$ cat src/hdl/ufic_pkg.sv
// shared types and constants for the udp frame inject classifier
`default_nettype none
package ufic_pkg;

  localparam int MAX_FRAME_BYTES = 4096;
  localparam int ETH_HEADER_BYTES = 14;
  localparam int COUNT_W = $clog2(MAX_FRAME_BYTES);
  localparam logic [COUNT_W-1:0] COUNT_LIMIT = COUNT_W'(MAX_FRAME_BYTES - 1);

  localparam int CFG_IDX_W = 8;
  localparam int CFG_DATA_W = 16;

  // byte positions inside the frame
  localparam logic [COUNT_W-1:0] POS_ETYPE_HI = COUNT_W'(12);
  localparam logic [COUNT_W-1:0] POS_ETYPE_LO = COUNT_W'(13);
  localparam logic [COUNT_W-1:0] POS_VIHL = COUNT_W'(ETH_HEADER_BYTES);
  localparam logic [COUNT_W-1:0] POS_PROTO = COUNT_W'(ETH_HEADER_BYTES + 9);
  localparam logic [COUNT_W-1:0] POS_DST_FIRST = COUNT_W'(ETH_HEADER_BYTES + 16);
  localparam logic [COUNT_W-1:0] POS_DST_LAST = COUNT_W'(ETH_HEADER_BYTES + 19);

  localparam logic [15:0] ETHERTYPE_IPV4 = 16'h0800;
  localparam logic [7:0] PROTO_ICMP = 8'd1;
  localparam logic [7:0] PROTO_UDP = 8'd17;
  localparam logic [3:0] IP_VERSION_4 = 4'd4;
  localparam logic [5:0] IP_MIN_HDR = 6'd20;
  localparam logic [15:0] UDP_HDR_BYTES = 16'd8;
  localparam logic [31:0] ADDR_ALL_ONES = 32'hFFFF_FFFF;

  localparam logic [15:0] RST_LDN_PORT = 16'd11452;
  localparam logic [7:0] RST_LDN_MIN_PAYLOAD = 8'd12;
  localparam logic [15:0] RST_SUBNET_PREFIX = 16'd2573;

  typedef enum logic [3:0] {
    V_SHORT     = 4'd0,
    V_NOT_IPV4  = 4'd1,
    V_BAD_IP    = 4'd2,
    V_BAD_UDP   = 4'd3,
    V_ICMP      = 4'd4,
    V_OTHER     = 4'd5,
    V_BCAST     = 4'd6,
    V_LOOPBACK  = 4'd7,
    V_NO_PATH   = 4'd8
  } verdict_t;

  typedef enum logic [CFG_IDX_W-1:0] {
    CFG_INJECT_READY    = 8'd0,
    CFG_LDN_PORT        = 8'd1,
    CFG_LDN_MIN_PAYLOAD = 8'd2,
    CFG_SUBNET_PREFIX   = 8'd3
  } cfg_index_t;

  typedef struct packed {
    logic        inject_ready;
    logic [15:0] ldn_port;
    logic [7:0]  ldn_min_payload;
    logic [15:0] subnet_prefix;
  } cfg_regs_t;

  typedef struct packed {
    logic [COUNT_W-1:0] byte_count;
    logic [15:0]        ethertype;
    logic [7:0]         version_and_ihl;
    logic [7:0]         ip_protocol;
    logic [31:0]        dest_address;
    logic [15:0]        udp_src;
    logic [15:0]        udp_dst;
    logic [15:0]        udp_length;
  } frame_t;

  typedef struct packed {
    verdict_t    verdict;
    logic        ldn_candidate;
    logic [15:0] source_port;
    logic [15:0] dest_port;
    logic [11:0] payload_offset;
    logic [11:0] payload_length;
  } result_t;

endpackage
`default_nettype wire

$ cat src/hdl/ufic_ifs.sv
// valid/ready channel interfaces for frame bytes, results and config writes
`default_nettype none
interface ufic_in_if;
  logic       valid;
  logic       ready;
  logic [7:0] data_byte;
  logic       last_byte;
  modport source (output valid, output data_byte, output last_byte, input ready);
  modport sink (input valid, input data_byte, input last_byte, output ready);
endinterface

interface ufic_out_if;
  logic        valid;
  logic        ready;
  logic [3:0]  verdict;
  logic        ldn_candidate;
  logic [15:0] source_port;
  logic [15:0] dest_port;
  logic [11:0] payload_offset;
  logic [11:0] payload_length;
  modport source (output valid, output verdict, output ldn_candidate, output source_port,
                  output dest_port, output payload_offset, output payload_length,
                  input ready);
  modport sink (input valid, input verdict, input ldn_candidate, input source_port,
                input dest_port, input payload_offset, input payload_length,
                output ready);
endinterface

interface ufic_cfg_if;
  logic        valid;
  logic        ready;
  logic [7:0]  index;
  logic [15:0] data;
  modport source (output valid, output index, output data, input ready);
  modport sink (input valid, input index, input data, output ready);
endinterface
`default_nettype wire

$ cat src/hdl/ufic_capture.sv
// byte counter and header field capture for the frame being received
`default_nettype none
module ufic_capture (
  input  wire logic          clk,
  input  wire logic          rst,
  input  wire logic          take,
  input  wire logic          last_byte,
  input  wire logic [7:0]    data_byte,
  output ufic_pkg::frame_t   frame_next
);
  import ufic_pkg::*;

  frame_t                 frame;
  logic                   counting;
  logic [COUNT_W-1:0]     pos;
  logic [5:0]             hl;
  logic [COUNT_W-1:0]     udp_base;
  logic [COUNT_W:0]       udp_rel;
  logic                   in_udp;
  logic [1:0]             dst_lane;

  assign pos = frame.byte_count;
  assign counting = (frame.byte_count != COUNT_LIMIT);

  always_comb begin
    frame_next = frame;
    udp_base = '0;
    udp_rel = '0;
    in_udp = 1'b0;
    hl = '0;
    dst_lane = '0;
    if (counting) begin
      frame_next.byte_count = frame.byte_count + COUNT_W'(1);
      if (pos == POS_ETYPE_HI) frame_next.ethertype[15:8] = data_byte;
      if (pos == POS_ETYPE_LO) frame_next.ethertype[7:0] = data_byte;
      if (pos == POS_VIHL) frame_next.version_and_ihl = data_byte;
      if (pos == POS_PROTO) frame_next.ip_protocol = data_byte;
      if (pos >= POS_DST_FIRST && pos <= POS_DST_LAST) begin
        // first address byte lands in the top lane
        dst_lane = 2'(POS_DST_LAST - pos);
        unique case (dst_lane)
          2'd3: frame_next.dest_address[31:24] = data_byte;
          2'd2: frame_next.dest_address[23:16] = data_byte;
          2'd1: frame_next.dest_address[15:8] = data_byte;
          default: frame_next.dest_address[7:0] = data_byte;
        endcase
      end
      // header length follows the version byte written in this same cycle
      hl = {frame_next.version_and_ihl[3:0], 2'b00};
      udp_base = POS_VIHL + COUNT_W'(hl);
      udp_rel = {1'b0, pos} - {1'b0, udp_base};
      in_udp = !udp_rel[COUNT_W] && (udp_rel[COUNT_W-1:0] < COUNT_W'(6));
      if (in_udp) begin
        unique case (udp_rel[2:0])
          3'd0: frame_next.udp_src[15:8] = data_byte;
          3'd1: frame_next.udp_src[7:0] = data_byte;
          3'd2: frame_next.udp_dst[15:8] = data_byte;
          3'd3: frame_next.udp_dst[7:0] = data_byte;
          3'd4: frame_next.udp_length[15:8] = data_byte;
          default: frame_next.udp_length[7:0] = data_byte;
        endcase
      end
    end
  end

  always_ff @(posedge clk) begin
    if (rst) begin
      frame <= '0;
    end else if (take) begin
      if (last_byte) begin
        frame <= '0;
      end else begin
        frame <= frame_next;
      end
    end
  end

endmodule
`default_nettype wire

$ cat src/hdl/ufic_classify.sv
// end-of-frame verdict and udp result fields from a captured header snapshot
`default_nettype none
module ufic_classify (
  input  wire ufic_pkg::frame_t    snap,
  input  wire ufic_pkg::cfg_regs_t cfg_regs,
  output ufic_pkg::result_t        result
);
  import ufic_pkg::*;

  logic [5:0]         hl;
  logic [COUNT_W-1:0] ip_len;
  logic [16:0]        udp_need;
  logic [15:0]        pl;
  logic               udp_fits;
  logic               bcast;

  assign hl = {snap.version_and_ihl[3:0], 2'b00};
  assign ip_len = snap.byte_count - COUNT_W'(ETH_HEADER_BYTES);
  assign udp_need = 17'(hl) + 17'(snap.udp_length);
  assign pl = snap.udp_length - UDP_HDR_BYTES;
  assign udp_fits = (17'(ip_len) >= 17'(hl) + 17'(UDP_HDR_BYTES));
  assign bcast = (snap.dest_address == ADDR_ALL_ONES) ||
                 (snap.dest_address[31:16] == cfg_regs.subnet_prefix);

  always_comb begin
    result = '0;
    result.verdict = V_SHORT;
    priority if (snap.byte_count <= COUNT_W'(ETH_HEADER_BYTES)) begin
      result.verdict = V_SHORT;
    end else if (snap.ethertype != ETHERTYPE_IPV4) begin
      result.verdict = V_NOT_IPV4;
    end else if (ip_len < COUNT_W'(IP_MIN_HDR) ||
                 snap.version_and_ihl[7:4] != IP_VERSION_4 || hl < IP_MIN_HDR) begin
      result.verdict = V_BAD_IP;
    end else if (snap.ip_protocol == PROTO_UDP && udp_fits) begin
      if (snap.udp_length <= UDP_HDR_BYTES || 17'(ip_len) < udp_need) begin
        result.verdict = V_BAD_UDP;
      end else begin
        result.ldn_candidate = (snap.udp_dst == cfg_regs.ldn_port) &&
                               (pl >= 16'(cfg_regs.ldn_min_payload));
        result.source_port = snap.udp_src;
        result.dest_port = snap.udp_dst;
        result.payload_offset = 12'(ETH_HEADER_BYTES) + 12'(hl) + 12'(UDP_HDR_BYTES);
        result.payload_length = pl[11:0];
        priority if (!cfg_regs.inject_ready) begin
          result.verdict = V_NO_PATH;
        end else if (bcast) begin
          result.verdict = V_BCAST;
        end else begin
          result.verdict = V_LOOPBACK;
        end
      end
    end else if (snap.ip_protocol == PROTO_ICMP) begin
      result.verdict = V_ICMP;
    end else begin
      result.verdict = V_OTHER;
    end
  end

endmodule
`default_nettype wire

$ cat src/hdl/udp_frame_inject_classifier_top.sv
// top level: config registers, header capture, snapshot and result registers
// Frame bytes are taken one per cycle with no gaps between frames. On the byte
// marked last, the captured header fields are copied into a snapshot register
// and the per-frame state clears, so the first byte of the next frame can be
// taken in the very next cycle. The verdict is computed from the snapshot and
// lands in the result register when that register advances, so a result is
// offered to the sink once it has passed the snapshot and result registers. The
// snapshot and result registers form a two-deep buffer; bytes stall only when
// both are full and the sink is not taking a word. Config writes are always
// taken and apply to frames whose result has not yet been computed.
`default_nettype none
module udp_frame_inject_classifier_top (
  input  wire logic   clk,
  input  wire logic   rst,
  ufic_in_if.sink     frame_in,
  ufic_out_if.source  result_out,
  ufic_cfg_if.sink    cfg
);
  import ufic_pkg::*;

  cfg_regs_t cfg_regs;
  frame_t    frame_next;
  frame_t    snap;
  logic      snap_valid;
  result_t   result_next;
  result_t   result;
  logic      out_valid;
  logic      advance;
  logic      take;

  // config port
  assign cfg.ready = 1'b1;

  always_ff @(posedge clk) begin
    if (rst) begin
      cfg_regs.inject_ready <= 1'b0;
      cfg_regs.ldn_port <= RST_LDN_PORT;
      cfg_regs.ldn_min_payload <= RST_LDN_MIN_PAYLOAD;
      cfg_regs.subnet_prefix <= RST_SUBNET_PREFIX;
    end else if (cfg.valid) begin
      unique case (cfg.index)
        CFG_INJECT_READY:    cfg_regs.inject_ready <= cfg.data[0];
        CFG_LDN_PORT:        cfg_regs.ldn_port <= cfg.data;
        CFG_LDN_MIN_PAYLOAD: cfg_regs.ldn_min_payload <= cfg.data[7:0];
        CFG_SUBNET_PREFIX:   cfg_regs.subnet_prefix <= cfg.data;
        default: ;
      endcase
    end
  end

  // result register moves when empty or being taken
  assign advance = !out_valid || result_out.ready;
  assign frame_in.ready = !snap_valid || advance;
  assign take = frame_in.valid && frame_in.ready;

  ufic_capture u_capture (
    .clk        (clk),
    .rst        (rst),
    .take       (take),
    .last_byte  (frame_in.last_byte),
    .data_byte  (frame_in.data_byte),
    .frame_next (frame_next)
  );

  always_ff @(posedge clk) begin
    if (rst) begin
      snap_valid <= 1'b0;
    end else begin
      snap_valid <= (take && frame_in.last_byte) || (snap_valid && !advance);
    end
  end

  always_ff @(posedge clk) begin
    if (take && frame_in.last_byte) begin
      snap <= frame_next;
    end
  end

  ufic_classify u_classify (
    .snap     (snap),
    .cfg_regs (cfg_regs),
    .result   (result_next)
  );

  always_ff @(posedge clk) begin
    if (rst) begin
      out_valid <= 1'b0;
    end else if (advance) begin
      out_valid <= snap_valid;
    end
  end

  always_ff @(posedge clk) begin
    if (advance && snap_valid) begin
      result <= result_next;
    end
  end

  assign result_out.valid = out_valid;
  assign result_out.verdict = result.verdict;
  assign result_out.ldn_candidate = result.ldn_candidate;
  assign result_out.source_port = result.source_port;
  assign result_out.dest_port = result.dest_port;
  assign result_out.payload_offset = result.payload_offset;
  assign result_out.payload_length = result.payload_length;

endmodule
`default_nettype wire
$ cat src/flat_wrapper.sv
// flat-port wrapper written by rule: the top's interface ports become plain ports
module udp_frame_inject_classifier_top_flat import ufic_pkg::*;
  (clk, rst, frame_in_valid, frame_in_data_byte, frame_in_last_byte, frame_in_ready, result_out_valid, result_out_verdict, result_out_ldn_candidate, result_out_source_port, result_out_dest_port, result_out_payload_offset, result_out_payload_length, result_out_ready, cfg_valid, cfg_index, cfg_data, cfg_ready);
  ufic_in_if frame_in_i ();
  ufic_out_if result_out_i ();
  ufic_cfg_if cfg_i ();
  input  wire logic clk;
  input  wire logic rst;
  input wire logic [$bits(frame_in_i.valid)-1:0] frame_in_valid;
  input wire logic [$bits(frame_in_i.data_byte)-1:0] frame_in_data_byte;
  input wire logic [$bits(frame_in_i.last_byte)-1:0] frame_in_last_byte;
  output wire logic [$bits(frame_in_i.ready)-1:0] frame_in_ready;
  output wire logic [$bits(result_out_i.valid)-1:0] result_out_valid;
  output wire logic [$bits(result_out_i.verdict)-1:0] result_out_verdict;
  output wire logic [$bits(result_out_i.ldn_candidate)-1:0] result_out_ldn_candidate;
  output wire logic [$bits(result_out_i.source_port)-1:0] result_out_source_port;
  output wire logic [$bits(result_out_i.dest_port)-1:0] result_out_dest_port;
  output wire logic [$bits(result_out_i.payload_offset)-1:0] result_out_payload_offset;
  output wire logic [$bits(result_out_i.payload_length)-1:0] result_out_payload_length;
  input wire logic [$bits(result_out_i.ready)-1:0] result_out_ready;
  input wire logic [$bits(cfg_i.valid)-1:0] cfg_valid;
  input wire logic [$bits(cfg_i.index)-1:0] cfg_index;
  input wire logic [$bits(cfg_i.data)-1:0] cfg_data;
  output wire logic [$bits(cfg_i.ready)-1:0] cfg_ready;
  assign frame_in_i.valid = frame_in_valid;
  assign frame_in_i.data_byte = frame_in_data_byte;
  assign frame_in_i.last_byte = frame_in_last_byte;
  assign frame_in_ready = frame_in_i.ready;
  assign result_out_valid = result_out_i.valid;
  assign result_out_verdict = result_out_i.verdict;
  assign result_out_ldn_candidate = result_out_i.ldn_candidate;
  assign result_out_source_port = result_out_i.source_port;
  assign result_out_dest_port = result_out_i.dest_port;
  assign result_out_payload_offset = result_out_i.payload_offset;
  assign result_out_payload_length = result_out_i.payload_length;
  assign result_out_i.ready = result_out_ready;
  assign cfg_i.valid = cfg_valid;
  assign cfg_i.index = cfg_index;
  assign cfg_i.data = cfg_data;
  assign cfg_ready = cfg_i.ready;
  udp_frame_inject_classifier_top u_core (.clk(clk), .rst(rst), .frame_in(frame_in_i), .result_out(result_out_i), .cfg(cfg_i));
endmodule
$ cat config.mk
export PLATFORM = sky130hd
export DESIGN_NAME = udp_frame_inject_classifier_top_flat
export DESIGN_NICKNAME = d
export VERILOG_FILES = /design/src/hdl/ufic_pkg.sv /design/src/hdl/ufic_ifs.sv /design/src/hdl/ufic_capture.sv /design/src/hdl/ufic_classify.sv /design/src/hdl/udp_frame_inject_classifier_top.sv /design/src/flat_wrapper.sv
export SDC_FILE = /design/constraint.sdc
export NUM_CORES = 1
export LEC_CHECK = 0
export BUFFER_PORTS_ARGS = -buffer_cell sky130_fd_sc_hd__buf_2
export CORE_AREA = 2 2 183 185
export DETAILED_ROUTE_END_ITERATION = 16
export DIE_AREA = 0 0 185 187
export PLACE_DENSITY = 0.7
export SLEW_MARGIN = 30
export SYNTH_ARGS = -nofsm -noshare
export SYNTH_HDL_FRONTEND = slang
export SYNTH_SLANG_ARGS = --single-unit
$ cat constraint.sdc
create_clock -name clk -period 4.24 [get_ports clk]
set_input_delay 0.636 -clock clk [delete_from_list [all_inputs] [get_ports clk]]
set_output_delay 0.636 -clock clk [all_outputs]
set_load 0.02 [all_outputs]
## Word level (Yosys, flattened, before mapping)

Index checks and enable logic that the tools add are counted.

- Bits in registers: 352
- Bits of input ports: 38

- Add/subtract/negate cells: 10
- Order comparisons: 10
- Equal/unequal tests: 22
- Muxes and demuxes: 26
- Bitwise logic cells: 1
- Reduce and logical (&&, ||, !) cells: 30

Operator list:

| operator | count |
|---|---|
| two-way mux 124 bit | 2 |
| two-way mux 8 bit | 15 |
| two-way mux 48 bit | 1 |
| == test 12 x 4 -> 1 bit (second input constant) | 3 |
| == test 16 bit | 2 |
| == test 32 bit (second input constant) | 1 |
| two-way mux 32 bit | 1 |
| adder 6 x 16 -> 17 bit | 1 |
| less-than comparator 12 x 17 -> 1 bit | 1 |
| == test 8 x 1 -> 1 bit (second input constant) | 2 |
| == test 8 x 2 -> 1 bit (second input constant) | 2 |
| >= comparator 16 x 8 -> 1 bit | 1 |
| less-or-equal comparator 16 x 4 -> 1 bit (second input constant) | 1 |
| inequality test 16 x 12 -> 1 bit (second input constant) | 1 |
| subtractor 16 x 4 -> 16 bit (second input constant) | 1 |
| adder 4 x 6 -> 7 bit (first input constant) | 2 |
| subtractor 12 x 7 -> 13 bit | 1 |
| adder 12 x 1 -> 12 bit (second input constant) | 1 |
| == test 12 x 5 -> 1 bit (second input constant) | 1 |
| >= comparator 12 x 5 -> 1 bit (second input constant) | 1 |
| >= comparator 12 x 7 -> 1 bit | 1 |
| less-or-equal comparator 12 x 4 -> 1 bit (second input constant) | 1 |
| less-or-equal comparator 12 x 6 -> 1 bit (second input constant) | 1 |
| less-than comparator 12 x 3 -> 1 bit (second input constant) | 1 |
| other kinds (27) | 54 |

## Longest topological paths before layout

Gate-level depths: netlist (run 1).

- Depth in word-level cells: 11
- Mapped depth: 20
- Mapped depth without buffers: 16

## Modules after synthesis

A second synthesis (run 1) with hierarchy kept.

- Cells, all modules: 1,486
- Area, all modules: 16,933.7 um^2

By module, submodules not included:

| module | times used | cells an instance | area an instance (um^2) |
|---|---|---|---|
| udp_frame_inject_classifier_top | 1 | 361 | 7,370.8 |
| ufic_capture | 1 | 781 | 7,103.1 |
| ufic_classify | 1 | 344 | 2,459.9 |

## Worst setup path after synthesis (run 1)

Ideal clock, no wire load.

- Path type: flip-flop to flip-flop
- Start: register u_core.u_capture.frame (netlist bit u_core.u_capture.pos[11])
- End: register u_core.snap[12] (netlist name)
- Data arrival time: 4,201 ps
- Data required time: 3,980 ps
- Path slack: -220 ps
- Stages on the path, launching flop included: 18
- Path through: dfxtp_1 nor3_1 nand2_1 nor4_1 nand2_1 clkbuf_1 mux2_2 ha_1 inv_1 ha_1 o21ai_0 a2111o_1 o41ai_1 a2111oi_1 or4_1 buf_2 buf_2 mux2_2

RTL lines:

| item | RTL line | text |
|---|---|---|
| start, declared | ufic_capture.sv:13 | `frame_t frame;` |
| start signal, assigned | ufic_capture.sv:73 | `frame <= frame_next;` |

==> results of run 1 <==
==> layer usage <==
| layer | global-route usage [%] | routed length, um | vias to the layer above |
|---|---|---|---|
| met3 | 3.33 | 2100 | 88 |
| met1 | 30.8 | 17400 | 5637 |
| met4 | 8.76 | 1300 | 0 |
| li1 | - | - | 5506 |
| met5 | 0 | 0 | - |
| met2 | 37.1 | 18700 | 378 |
==> cells by family (layout without fill, tap and decap cells) <==
kind of cell | after synthesis | count (layout)
buffers and inverters | 139 | 264
adder cells (fa/ha/maj) | 48 | 48
other | 2 | 7
flip-flops | 346 | 346
multiplexers | 139 | 139
AO/OA/AOI/OAI | 239 | 239
AND/OR/NAND/NOR | 452 | 452
XOR/XNOR | 68 | 68
==> power by group through the flow <==
stage / clock, uW / sequential, uW / combinational, uW
after CTS: 3100 / 3590 / 367
after global placement: 0 / 3670 / 356
after detailed placement: 0 / 3670 / 365
after floorplan: 0 / 3680 / 203
final: 3060 / 3590 / 369
after global routing: 3220 / 3600 / 398
==> cell type report <==
type / count / area, um^2
fillers: 2722 / 14200
flip-flops and latches: 346 / 8720
multi-input cells: 953 / 7050
repair buffers: 154 / 1030
clock buffers: 53 / 1020
well taps: 448 / 561
inverters: 44 / 169
clock inverters: 13 / 121
==> state kept, by name, summed over array words and instances, names as in the netlist <==
register and flops:
u_core.result_out.valid 1, u_core.snap_valid 1, u_core.result_out.payload_offset 6, u_core.result_out.dest_port 16, u_core.snap 124, u_core.result_out.source_port 16, u_core.u_capture.pos 12, u_core.cfg_regs 41
u_core.result_out.verdict 4, u_core.result_out.payload_length 12, u_core.u_capture.frame 112, u_core.result_out.ldn_candidate 1
==> cell usage after synthesis (4+ instances only) <==
library cell,instances
nor2_2,8
nor3b_1,4
a21oi_1,31
nor2b_1,13
a211o_1,18
a31oi_1,10
o22ai_1,32
buf_4,7
or3_1,6
buf_1,12
and2_1,39
buf_6,4
xnor2_1,50
or4_1,8
nor4_1,26
xor2_1,18
nand2b_1,8
mux2_2,106
nand3_1,39
nor2_1,144
mux2i_1,23
inv_1,43
dfxtp_1,167
ha_1,47
nor4b_1,4
a211oi_1,4
nand4_1,22
nand2_1,38
a21o_1,9
clkbuf_1,56
nor3_1,10
mux2_1,10
o2111ai_1,6
a22oi_1,69
o211ai_1,13
edfxtp_1,179
o21ai_0,18
buf_2,16
and3_1,15
nand3b_1,60
==> through the flow <==
step / utilization, % / instances / power [uW] / cell area (um^2)
floorplan: - / 1438 / 3880 / 16200
detailed placement: 52.9 / 1944 / 4030 / 17400
finish: 56.8 / 2011 / 7030 / 18700
global placement: 52.8 / 1943 / 4020 / 17400
CTS: 56.4 / 2010 / 7060 / 18500
global route: 56.8 / 2011 / 7220 / 18700
==> worst max-delay path, stage by stage (launching register included) <==
cell      delay [ns]
dfxtp_1         0.32
nor3_2          0.26
nand2_2         0.11
nor4_4          0.32
nand2_2         0.16
mux2_2          0.32
inv_1           0.06
ha_1            0.25
ha_4            0.27
o211ai_1        0.28
nor3b_1         0.10
nor3b_2         0.22
o21ai_2         0.14
or4_4           0.55
buf_12          0.17
mux2_1          0.32
==> worst max-delay path by stage <==
| stage | startpoint | endpoint | slack (ns) |
|---|---|---|---|
| finish | u_core.u_capture.pos[10] | u_core.snap[31] | 0.12 |
| global route | u_core.u_capture.pos[10] | u_core.snap[23] | -0.05 |
| CTS | u_core.u_capture.pos[11] | u_core.snap[30] | 0.02 |
| detailed placement | u_core.u_capture.pos[11] | u_core.u_capture.frame[32] | 0.01 |
| global placement | u_core.u_capture.pos[11] | u_core.snap[39] | 0.08 |
| floorplan | u_core.u_capture.pos[2] | u_core.snap[22] | 0.006 |
==> what timing repair did <==
action / CTS / global route
pin swaps: 0 / 10
setup buffers: 0 / 2
resized for setup: 2 / 24
setup endpoints to repair: 10 / 96
endpoints found under the hold margin: 0 / 0
==> impl_metrics.env, run 1 <==
export IMPL_clk_latency_ns=0.53
export IMPL_period_share_pct=97.1
export IMPL_grt_start_max_net_pins=74
export IMPL_synth_adder_area_share_pct=3.76
export IMPL_layout_drive_gt1_share_pct=22.7
export IMPL_gp_congestion=0.924
export IMPL_netlist_top_cells_area="edfxtp_1, dfxtp_1, mux2_2"
export IMPL_whs_ns=0.365
export IMPL_p_seq_share_pct=51.2
export IMPL_synth_top_area_cell="edfxtp_1"
export IMPL_min_path_cells=3
export IMPL_numClockSinks=346
export IMPL_synth_simple_area_share_pct=15.0
export IMPL_setup_tns_ns=0
export IMPL_p_leak_uw=0.00711
export IMPL_synth_top_area_share_pct=33.2
export IMPL_clkPwrFrac_pct=43.6
export IMPL_drt_total_wl_um=39500
export IMPL_async_flop_share_pct=0
export IMPL_min_to="u_core.cfg_regs[13]"
export IMPL_synth_distinct_cells=70
export IMPL_h_tree_depth=2
export IMPL_dr_first_iter_drc_count=1126
export IMPL_firstDrtPassIters=5
export IMPL_cts_inserted_buffers=36
export IMPL_endpoint_kind="flip-flop"
export IMPL_fin_crit_ns=4.12
export IMPL_final_cell_mix="edfxtp_1, dfxtp_1, nor2_1, mux2_2, buf_2"
export IMPL_setup_ws_ns=0.123
export IMPL_max_slew_margin_pct=40.4
export IMPL_yosysSeqAreaShare_pct=53.9
export IMPL_portBuffers=94
export IMPL_wl_per_cell_um=19.6
export IMPL_die_area_um2=34600
export IMPL_synth_xor_area_share_pct=3.68
export IMPL_crit_arrival_ns=4.39
export IMPL_cp_start_kind="flip-flop"
export IMPL_critPathMaxFanout=17
export IMPL_drc=0
export IMPL_layout_cells_most_common="edfxtp_1"
export IMPL_grt_overflow=0
export IMPL_grt_antenna_before_repair=0
export IMPL_cp_data_required_time_ns=4.51
export IMPL_timing_rr_start="u_core.u_capture.pos[10]"
export IMPL_r2r_end="u_core.snap[31]"
export IMPL_fmax_mhz=243
export IMPL_synth_edff_count=179
export IMPL_viasPerCell=5.77
export IMPL_grt_util_all_layers_pct=22.8
export IMPL_ff2ff_path_depth=15
export IMPL_outcome="completed"
export IMPL_synthMuxAreaShare_pct=9.50
export IMPL_fin_nets=1621
export IMPL_ys_warn_count=0
export IMPL_tightest_slew_ns=0.886
export IMPL_ir_drop_uv=239
export IMPL_rows=67
export IMPL_num_antenna_cells=0
export IMPL_drv_slew=0
export IMPL_synth_compound_area_share_pct=10.4
export IMPL_setup_viol=0
export IMPL_pre_cts_slack_ns=0.0146
export IMPL_postSynthCellCount=1433
export IMPL_start_util_pct=49.2
export IMPL_p_int_uw=5430
export IMPL_grt_pass1_vias=11286
export IMPL_p_sw_uw=1600
export IMPL_max_cap_violations=0
export IMPL_hpwl_um=26300
export IMPL_io_pins=102
export IMPL_coreArea_um2=32900
export IMPL_syn_area_per_cell_um2=11.3
export IMPL_power_density_nw_per_um2=376
export IMPL_switching_share_pct=22.7
export IMPL_final_hold_viol_count=0
export IMPL_detail_route_antenna_nets=0
export IMPL_grt_pass1_wl_um=61900
export IMPL_ctsLongestPathBuffers=3
export IMPL_min_path_type="input port to flip-flop"
export IMPL_ys_flop_type="edfxtp_1"
export IMPL_synth_top_family_by_area="simple AND/OR/NAND/NOR gates"
export IMPL_root_buffer="clkbuf_16"
export IMPL_area_growth_pct=15.4
export IMPL_cts_reportedPaths_clkPinSlew_ns=0.06
export IMPL_die_h_um=187
export IMPL_vias=11609
export IMPL_synth_seq_cells=346
export IMPL_crit_type="flip-flop to flip-flop"
export IMPL_postCtsHoldBufs=0
export IMPL_syn_area_um2=16200
export IMPL_combPwrFrac_pct=5.3
export IMPL_min_from="cfg_data[13]"
export IMPL_r2r_slack_ns=0.12
export IMPL_tritoncts="yes"
export IMPL_clock_skew_ns=0.0101
export IMPL_die_width_um=185
Power figures use the tool's default switching activity.
==> inputs of run 2 (changes only) <==
CORE_AREA = 2 2 197 199   (was 2 2 183 185)
DIE_AREA = 0 0 199 201   (was 0 0 185 187)
PLACE_DENSITY = unset   (was 0.7)
==> run 2 against run 1 <==
Against the previous run:
- via count is 0.57% lower
- critical path type unchanged
- largest cell class unchanged
- critical path depth unchanged
- setup slack worse by 0.013 ns
==> impl_metrics.env, run 2 (synthesis results as in run 1) <==
export IMPL_outcome="completed"
export IMPL_gp_congestion=0.883
export IMPL_power_total_uw=7150
export IMPL_start_util_pct=42.5
export IMPL_min_path_cells=3
export IMPL_grt_overflow=0
export IMPL_cp_depth=15
export IMPL_power_density_nw_per_um2=379
export IMPL_max_slew_margin_pct=42.4
export IMPL_ff2ff_path_depth=15
export IMPL_fin_crit_ns=4.13
export IMPL_path_common_cell="nand2_2"
export IMPL_largestRegisters="u_core.snap (124), u_core.u_capture.frame (112), u_core.cfg_regs (41)"
export IMPL_root_buffer="clkbuf_16"
export IMPL_grt_start_max_net_pins=82
export IMPL_clk_latency_ns=0.54
export IMPL_final_cell_area_um2=18900
export IMPL_setup_ws_ns=0.110
export IMPL_drt_total_wl_um=41300
export IMPL_postCtsHoldBufs=0
export IMPL_endpoint_kind="flip-flop"
export IMPL_grt_pass1_wl_um=63300
export IMPL_die_area_um2=40000
export IMPL_setup_tns_ns=0
export IMPL_coreArea_um2=38100
export IMPL_layout_cells_most_common="edfxtp_1"
export IMPL_pre_cts_slack_ns=-0.00975
export IMPL_rows=72
export IMPL_drv_slew=0
export IMPL_detail_route_antenna_nets=0
export IMPL_area_growth_pct=16.6
export IMPL_num_antenna_cells=0
export IMPL_die_width_um=199
export IMPL_cp_start_kind="flip-flop"
export IMPL_max_cap_violations=0
export IMPL_setup_viol=0
export IMPL_critPathTopFamily="simple AND/OR/NAND/NOR gates"
export IMPL_largest_reg_flops=124
export IMPL_period_share_pct=97.4
export IMPL_ctsLongestPathBuffers=3
export IMPL_p_leak_uw=0.00716
export IMPL_min_path_type="input port to flip-flop"
export IMPL_io_pins=102
export IMPL_grt_pass1_vias=10881
export IMPL_wl_per_cell_um=19.8
export IMPL_crit_type="flip-flop to flip-flop"
export IMPL_drc=0
export IMPL_die_h_um=201
export IMPL_top_register="u_core.snap"
export IMPL_numClockSinks=346
export IMPL_grt_antenna_before_repair=0
export IMPL_cts_reportedPaths_clkPinSlew_ns=0.06
export IMPL_hpwl_um=27500
export IMPL_firstDrtPassIters=5
export IMPL_n_fill_cell=3377
export IMPL_vias=11543
export IMPL_layout_drive_gt1_share_pct=22.6
export IMPL_cp_data_required_time_ns=4.52
export IMPL_viasPerCell=5.54
export IMPL_dr_first_iter_drc_count=928
export IMPL_fin_nets=1622
export IMPL_crit_arrival_ns=4.41
export IMPL_placed_area_um2=17400
export IMPL_tritoncts="yes"
export IMPL_ir_drop_uv=235
export IMPL_final_cell_mix="edfxtp_1, dfxtp_1, nor2_1, mux2_2, buf_2"
export IMPL_clock_skew_ns=0.0181
export IMPL_fmax_mhz=242
export IMPL_cp_num_buf_inv=2
export IMPL_slowest_delay_ns=0.58
export IMPL_crit_chain="nor3_1, nand2_2, nor4_4, nand2_2, mux2_2, inv_1, ha_1, ha_4, o211ai_1, nor3b_1, nor3b_2, o21ai_2, or4_4, buf_8, mux2_1"
export IMPL_cts_inserted_buffers=38
export IMPL_final_hold_viol_count=0
export IMPL_grt_util_all_layers_pct=20.5
export IMPL_critPathMaxFanout=9
export IMPL_tightest_slew_ns=0.856
export IMPL_portBuffers=94
export IMPL_crit_slowest_cell="or4_4"
export IMPL_h_tree_depth=2
-- run 2: cell types whose count changed in the layout (fill, tap and decap cells not counted), sizes merged --
| cell | change |
|---|---|
| buf | -4 |
| clkbuf | +7 |
| clkinv | +5 |
| clkinvlp | -1 |
| inv | -4 |
-- run 2: cell type report --
cell class              instances  area, um^2  area share, %
flip-flops and latches        346        8720           46.2
clock buffers                  57        1110           5.86
repair buffers                153        1070           5.68
multi-input cells             953        7050           37.3
well taps                     518         648           3.44
clock inverters                13         109          0.577
inverters                      44         169          0.895
-- run 2: repair_timing --
action,CTS,global route
pin swaps,0,6
resized for setup,2,22
setup endpoints to repair,10,96
setup buffers,0,4
cloned,0,3
-- run 2: worst paths after layout --
kind / start / end / slack [ns]
worst min register to register: u_core.cfg_regs[19] / u_core.cfg_regs[19] / 0.47
worst max register to register: u_core.u_capture.pos[6] / u_core.snap[30] / 0.11
worst max-delay path: u_core.u_capture.pos[6] / u_core.snap[30] / 0.11
worst min-delay path: cfg_data[10] / u_core.cfg_regs[10] / 0.36
-- run 2: stage by stage --
step / instances / util [%] / hold slack [ns]
floorplan: 1438 / - / 0.435
global placement: 2006 / 45.6 / 0.449
detailed placement: 2007 / 45.7 / 0.458
CTS: 2077 / 48.9 / 0.329
global route: 2084 / 49.5 / 0.348
finish: 2084 / 49.5 / 0.364
-- run 2: per-layer routing --
metal  track usage [%]  vias to the layer above  part of all wire [%]
met5                 0                        -                     0
met4              6.29                        0                   2.6
met3              3.11                       70                   4.9
met2              33.3                      358                    47
met1              28.2                     5608                    45
li1                  -                     5507                     -
-- run 2: report_power, final --
group          internal, uW  switching (uW)
clock                  1880            1310
sequential             3560            37.3
combinational           107             259
-- run 2: tightest hold or removal path, stage by stage --
cell and delay (ns):
buf_2 0.09, mux2i_1 0.06, nor2_1 0.08
==> inputs of run 3 (changes only) <==
CORE_AREA = 5 5 200 202   (was 2 2 197 199)
DIE_AREA = 0 0 205 207   (was 0 0 199 201)
==> run 3 against run 2 <==
Against the previous run:
- non-clock buffer count down 8
- largest power group unchanged
- clock skew up 0.0012 ns
- sequential share of layout area up 0.56 points
- sequential power about the same
- register-to-register slack better by 0.097 ns
- combinational power down 1%
- critical endpoint unchanged
- die area up 6.1%
- hold slack better by 0.0078 ns
- final area down 1.2%
- total power up 0.13%
==> impl_metrics.env, run 3 (synthesis results as in run 1) <==
export IMPL_grt_util_all_layers_pct=19.1
export IMPL_fin_nets=1613
export IMPL_min_path_cells=3
export IMPL_ff2ff_path_depth=15
export IMPL_cp_start_kind="flip-flop"
export IMPL_critPathMaxFanout=10
export IMPL_dr_first_iter_drc_count=902
export IMPL_p_sw_uw=1620
export IMPL_grt_pass1_wl_um=64800
export IMPL_die_area_um2=42400
export IMPL_portBuffers=94
export IMPL_detail_route_antenna_nets=0
export IMPL_rsz0062_at_grt="false"
export IMPL_grt_overflow=0
export IMPL_outcome="completed"
export IMPL_num_antenna_cells=0
export IMPL_h_tree_depth=2
export IMPL_largest_reg_flops=124
export IMPL_root_buffer="clkbuf_16"
export IMPL_clock_skew_ns=0.0193
export IMPL_top_register="u_core.snap"
export IMPL_max_cap_violations=0
export IMPL_coreArea_um2=38100
export IMPL_final_cell_mix="edfxtp_1, dfxtp_1, nor2_1, mux2_2, buf_2"
export IMPL_drt_total_wl_um=41700
export IMPL_fin_crit_ns=4.03
export IMPL_gp_congestion=0.865
export IMPL_ctsLongestPathBuffers=3
export IMPL_numClockSinks=346
export IMPL_rows=72
export IMPL_period_share_pct=95.1
export IMPL_io_pins=102
export IMPL_p_leak_uw=0.00706
export IMPL_p_int_uw=5540
export IMPL_min_path_type="input port to flip-flop"
export IMPL_cts_reportedPaths_clkPinSlew_ns=0.06
export IMPL_ir_drop_uv=281
export IMPL_combPwrFrac_pct=5.1
export IMPL_setup_viol=0
export IMPL_die_h_um=207
export IMPL_crit_arrival_ns=4.30
export IMPL_largestRegisters="u_core.snap (124), u_core.u_capture.frame (112), u_core.cfg_regs (41)"
export IMPL_firstDrtPassIters=5
export IMPL_grt_start_max_net_pins=77
export IMPL_vias=11395
export IMPL_grt_pass1_vias=11137
export IMPL_n_fill_cell=3443
export IMPL_die_width_um=205
export IMPL_clkPwrFrac_pct=44.7
export IMPL_power_density_nw_per_um2=384
export IMPL_tightest_slew_ns=0.807
export IMPL_viasPerCell=5.50
export IMPL_multi_input_area_um2=6990
export IMPL_hpwl_um=27800
export IMPL_switching_share_pct=22.6
export IMPL_endpoint_kind="flip-flop"
export IMPL_p_seq_share_pct=50.3
export IMPL_crit_type="flip-flop to flip-flop"
export IMPL_layout_cells_most_common="edfxtp_1"
export IMPL_grt_antenna_before_repair=0
export IMPL_final_hold_viol_count=0
export IMPL_setup_tns_ns=0
export IMPL_start_util_pct=42.5
export IMPL_wl_per_cell_um=20.1
export IMPL_cts_inserted_buffers=37
export IMPL_drc=0
export IMPL_whs_ns=0.372
export IMPL_power_total_uw=7160
export IMPL_layout_drive_gt1_share_pct=22.0
export IMPL_fmax_mhz=248
export IMPL_clk_latency_ns=0.53
export IMPL_fin_util_pct=48.9
export IMPL_area_growth_pct=15.2
export IMPL_max_slew_margin_pct=45.7
export IMPL_drv_slew=0
export IMPL_final_seq_area_um2=8720
export IMPL_cp_data_required_time_ns=4.50
export IMPL_tritoncts="yes"
run 3: per-stage QoR:
step	cells	setup slack, ns	cell area, um^2
floorplan	1438	0.00634	16200
global placement	2005	0.105	17400
detailed placement	2005	0.0317	17400
CTS	2072	0.00236	18600
global route	2073	0.00217	18600
finish	2073	0.206	18600
run 3: worst max-delay path, cell delays in order, from the launching register on:
cell	delay [ns]
dfxtp_1	0.32
nor3_2	0.23
nand2_2	0.12
nor4_4	0.18
nand2_2	0.14
mux2_2	0.31
inv_1	0.06
ha_1	0.22
ha_2	0.32
o211ai_1	0.31
nor3b_1	0.10
nor3b_2	0.24
o21ai_2	0.12
or4_1	0.57
buf_6	0.19
mux2_1	0.33
run 3: final cells by class:
| cell class | count | share of cell area [%] |
|---|---|---|
| sequential | 346 | 46.8 |
| multi-input combinational | 953 | 37.5 |
| clock buffer | 56 | 5.95 |
| timing repair buffer | 145 | 4.90 |
| tap | 518 | 3.48 |
| inverter | 44 | 0.906 |
| clock inverter | 11 | 0.477 |
run 3: power by group through the flow:
stage	combinational [uW]	clock [uW]	sequential (uW)
global placement	360	0	3670
finish	363	3200	3600
detailed placement	364	0	3670
CTS	365	3260	3600
floorplan	203	0	3680
global route	393	3390	3600
run 3: metal layers:
| layer | up-vias | global-route usage [%] | part of all wire [%] |
|---|---|---|---|
| met5 | - | 0 | 0 |
| met2 | 332 | 31.2 | 47 |
| met3 | 59 | 2.24 | 4.7 |
| met4 | 0 | 4.80 | 2.1 |
| met1 | 5536 | 27.3 | 46 |
| li1 | 5468 | - | - |
run 3: worst paths after layout:
| kind | from | slack (ns) | endpoint |
|---|---|---|---|
| worst max-delay path | u_core.u_capture.pos[11] | 0.21 | u_core.snap[30] |
| worst min-delay path | cfg_data[8] | 0.37 | u_core.cfg_regs[8] |
| worst max register to register | u_core.u_capture.pos[11] | 0.21 | u_core.snap[30] |
| worst min register to register | u_core.cfg_regs[18] | 0.47 | u_core.cfg_regs[18] |
run 3: what timing repair did:
item | CTS | global route
setup buffers | 0 | 1
setup endpoints to repair | 0 | 96
resized for setup | 0 | 17
hold buffers | 0 | 0
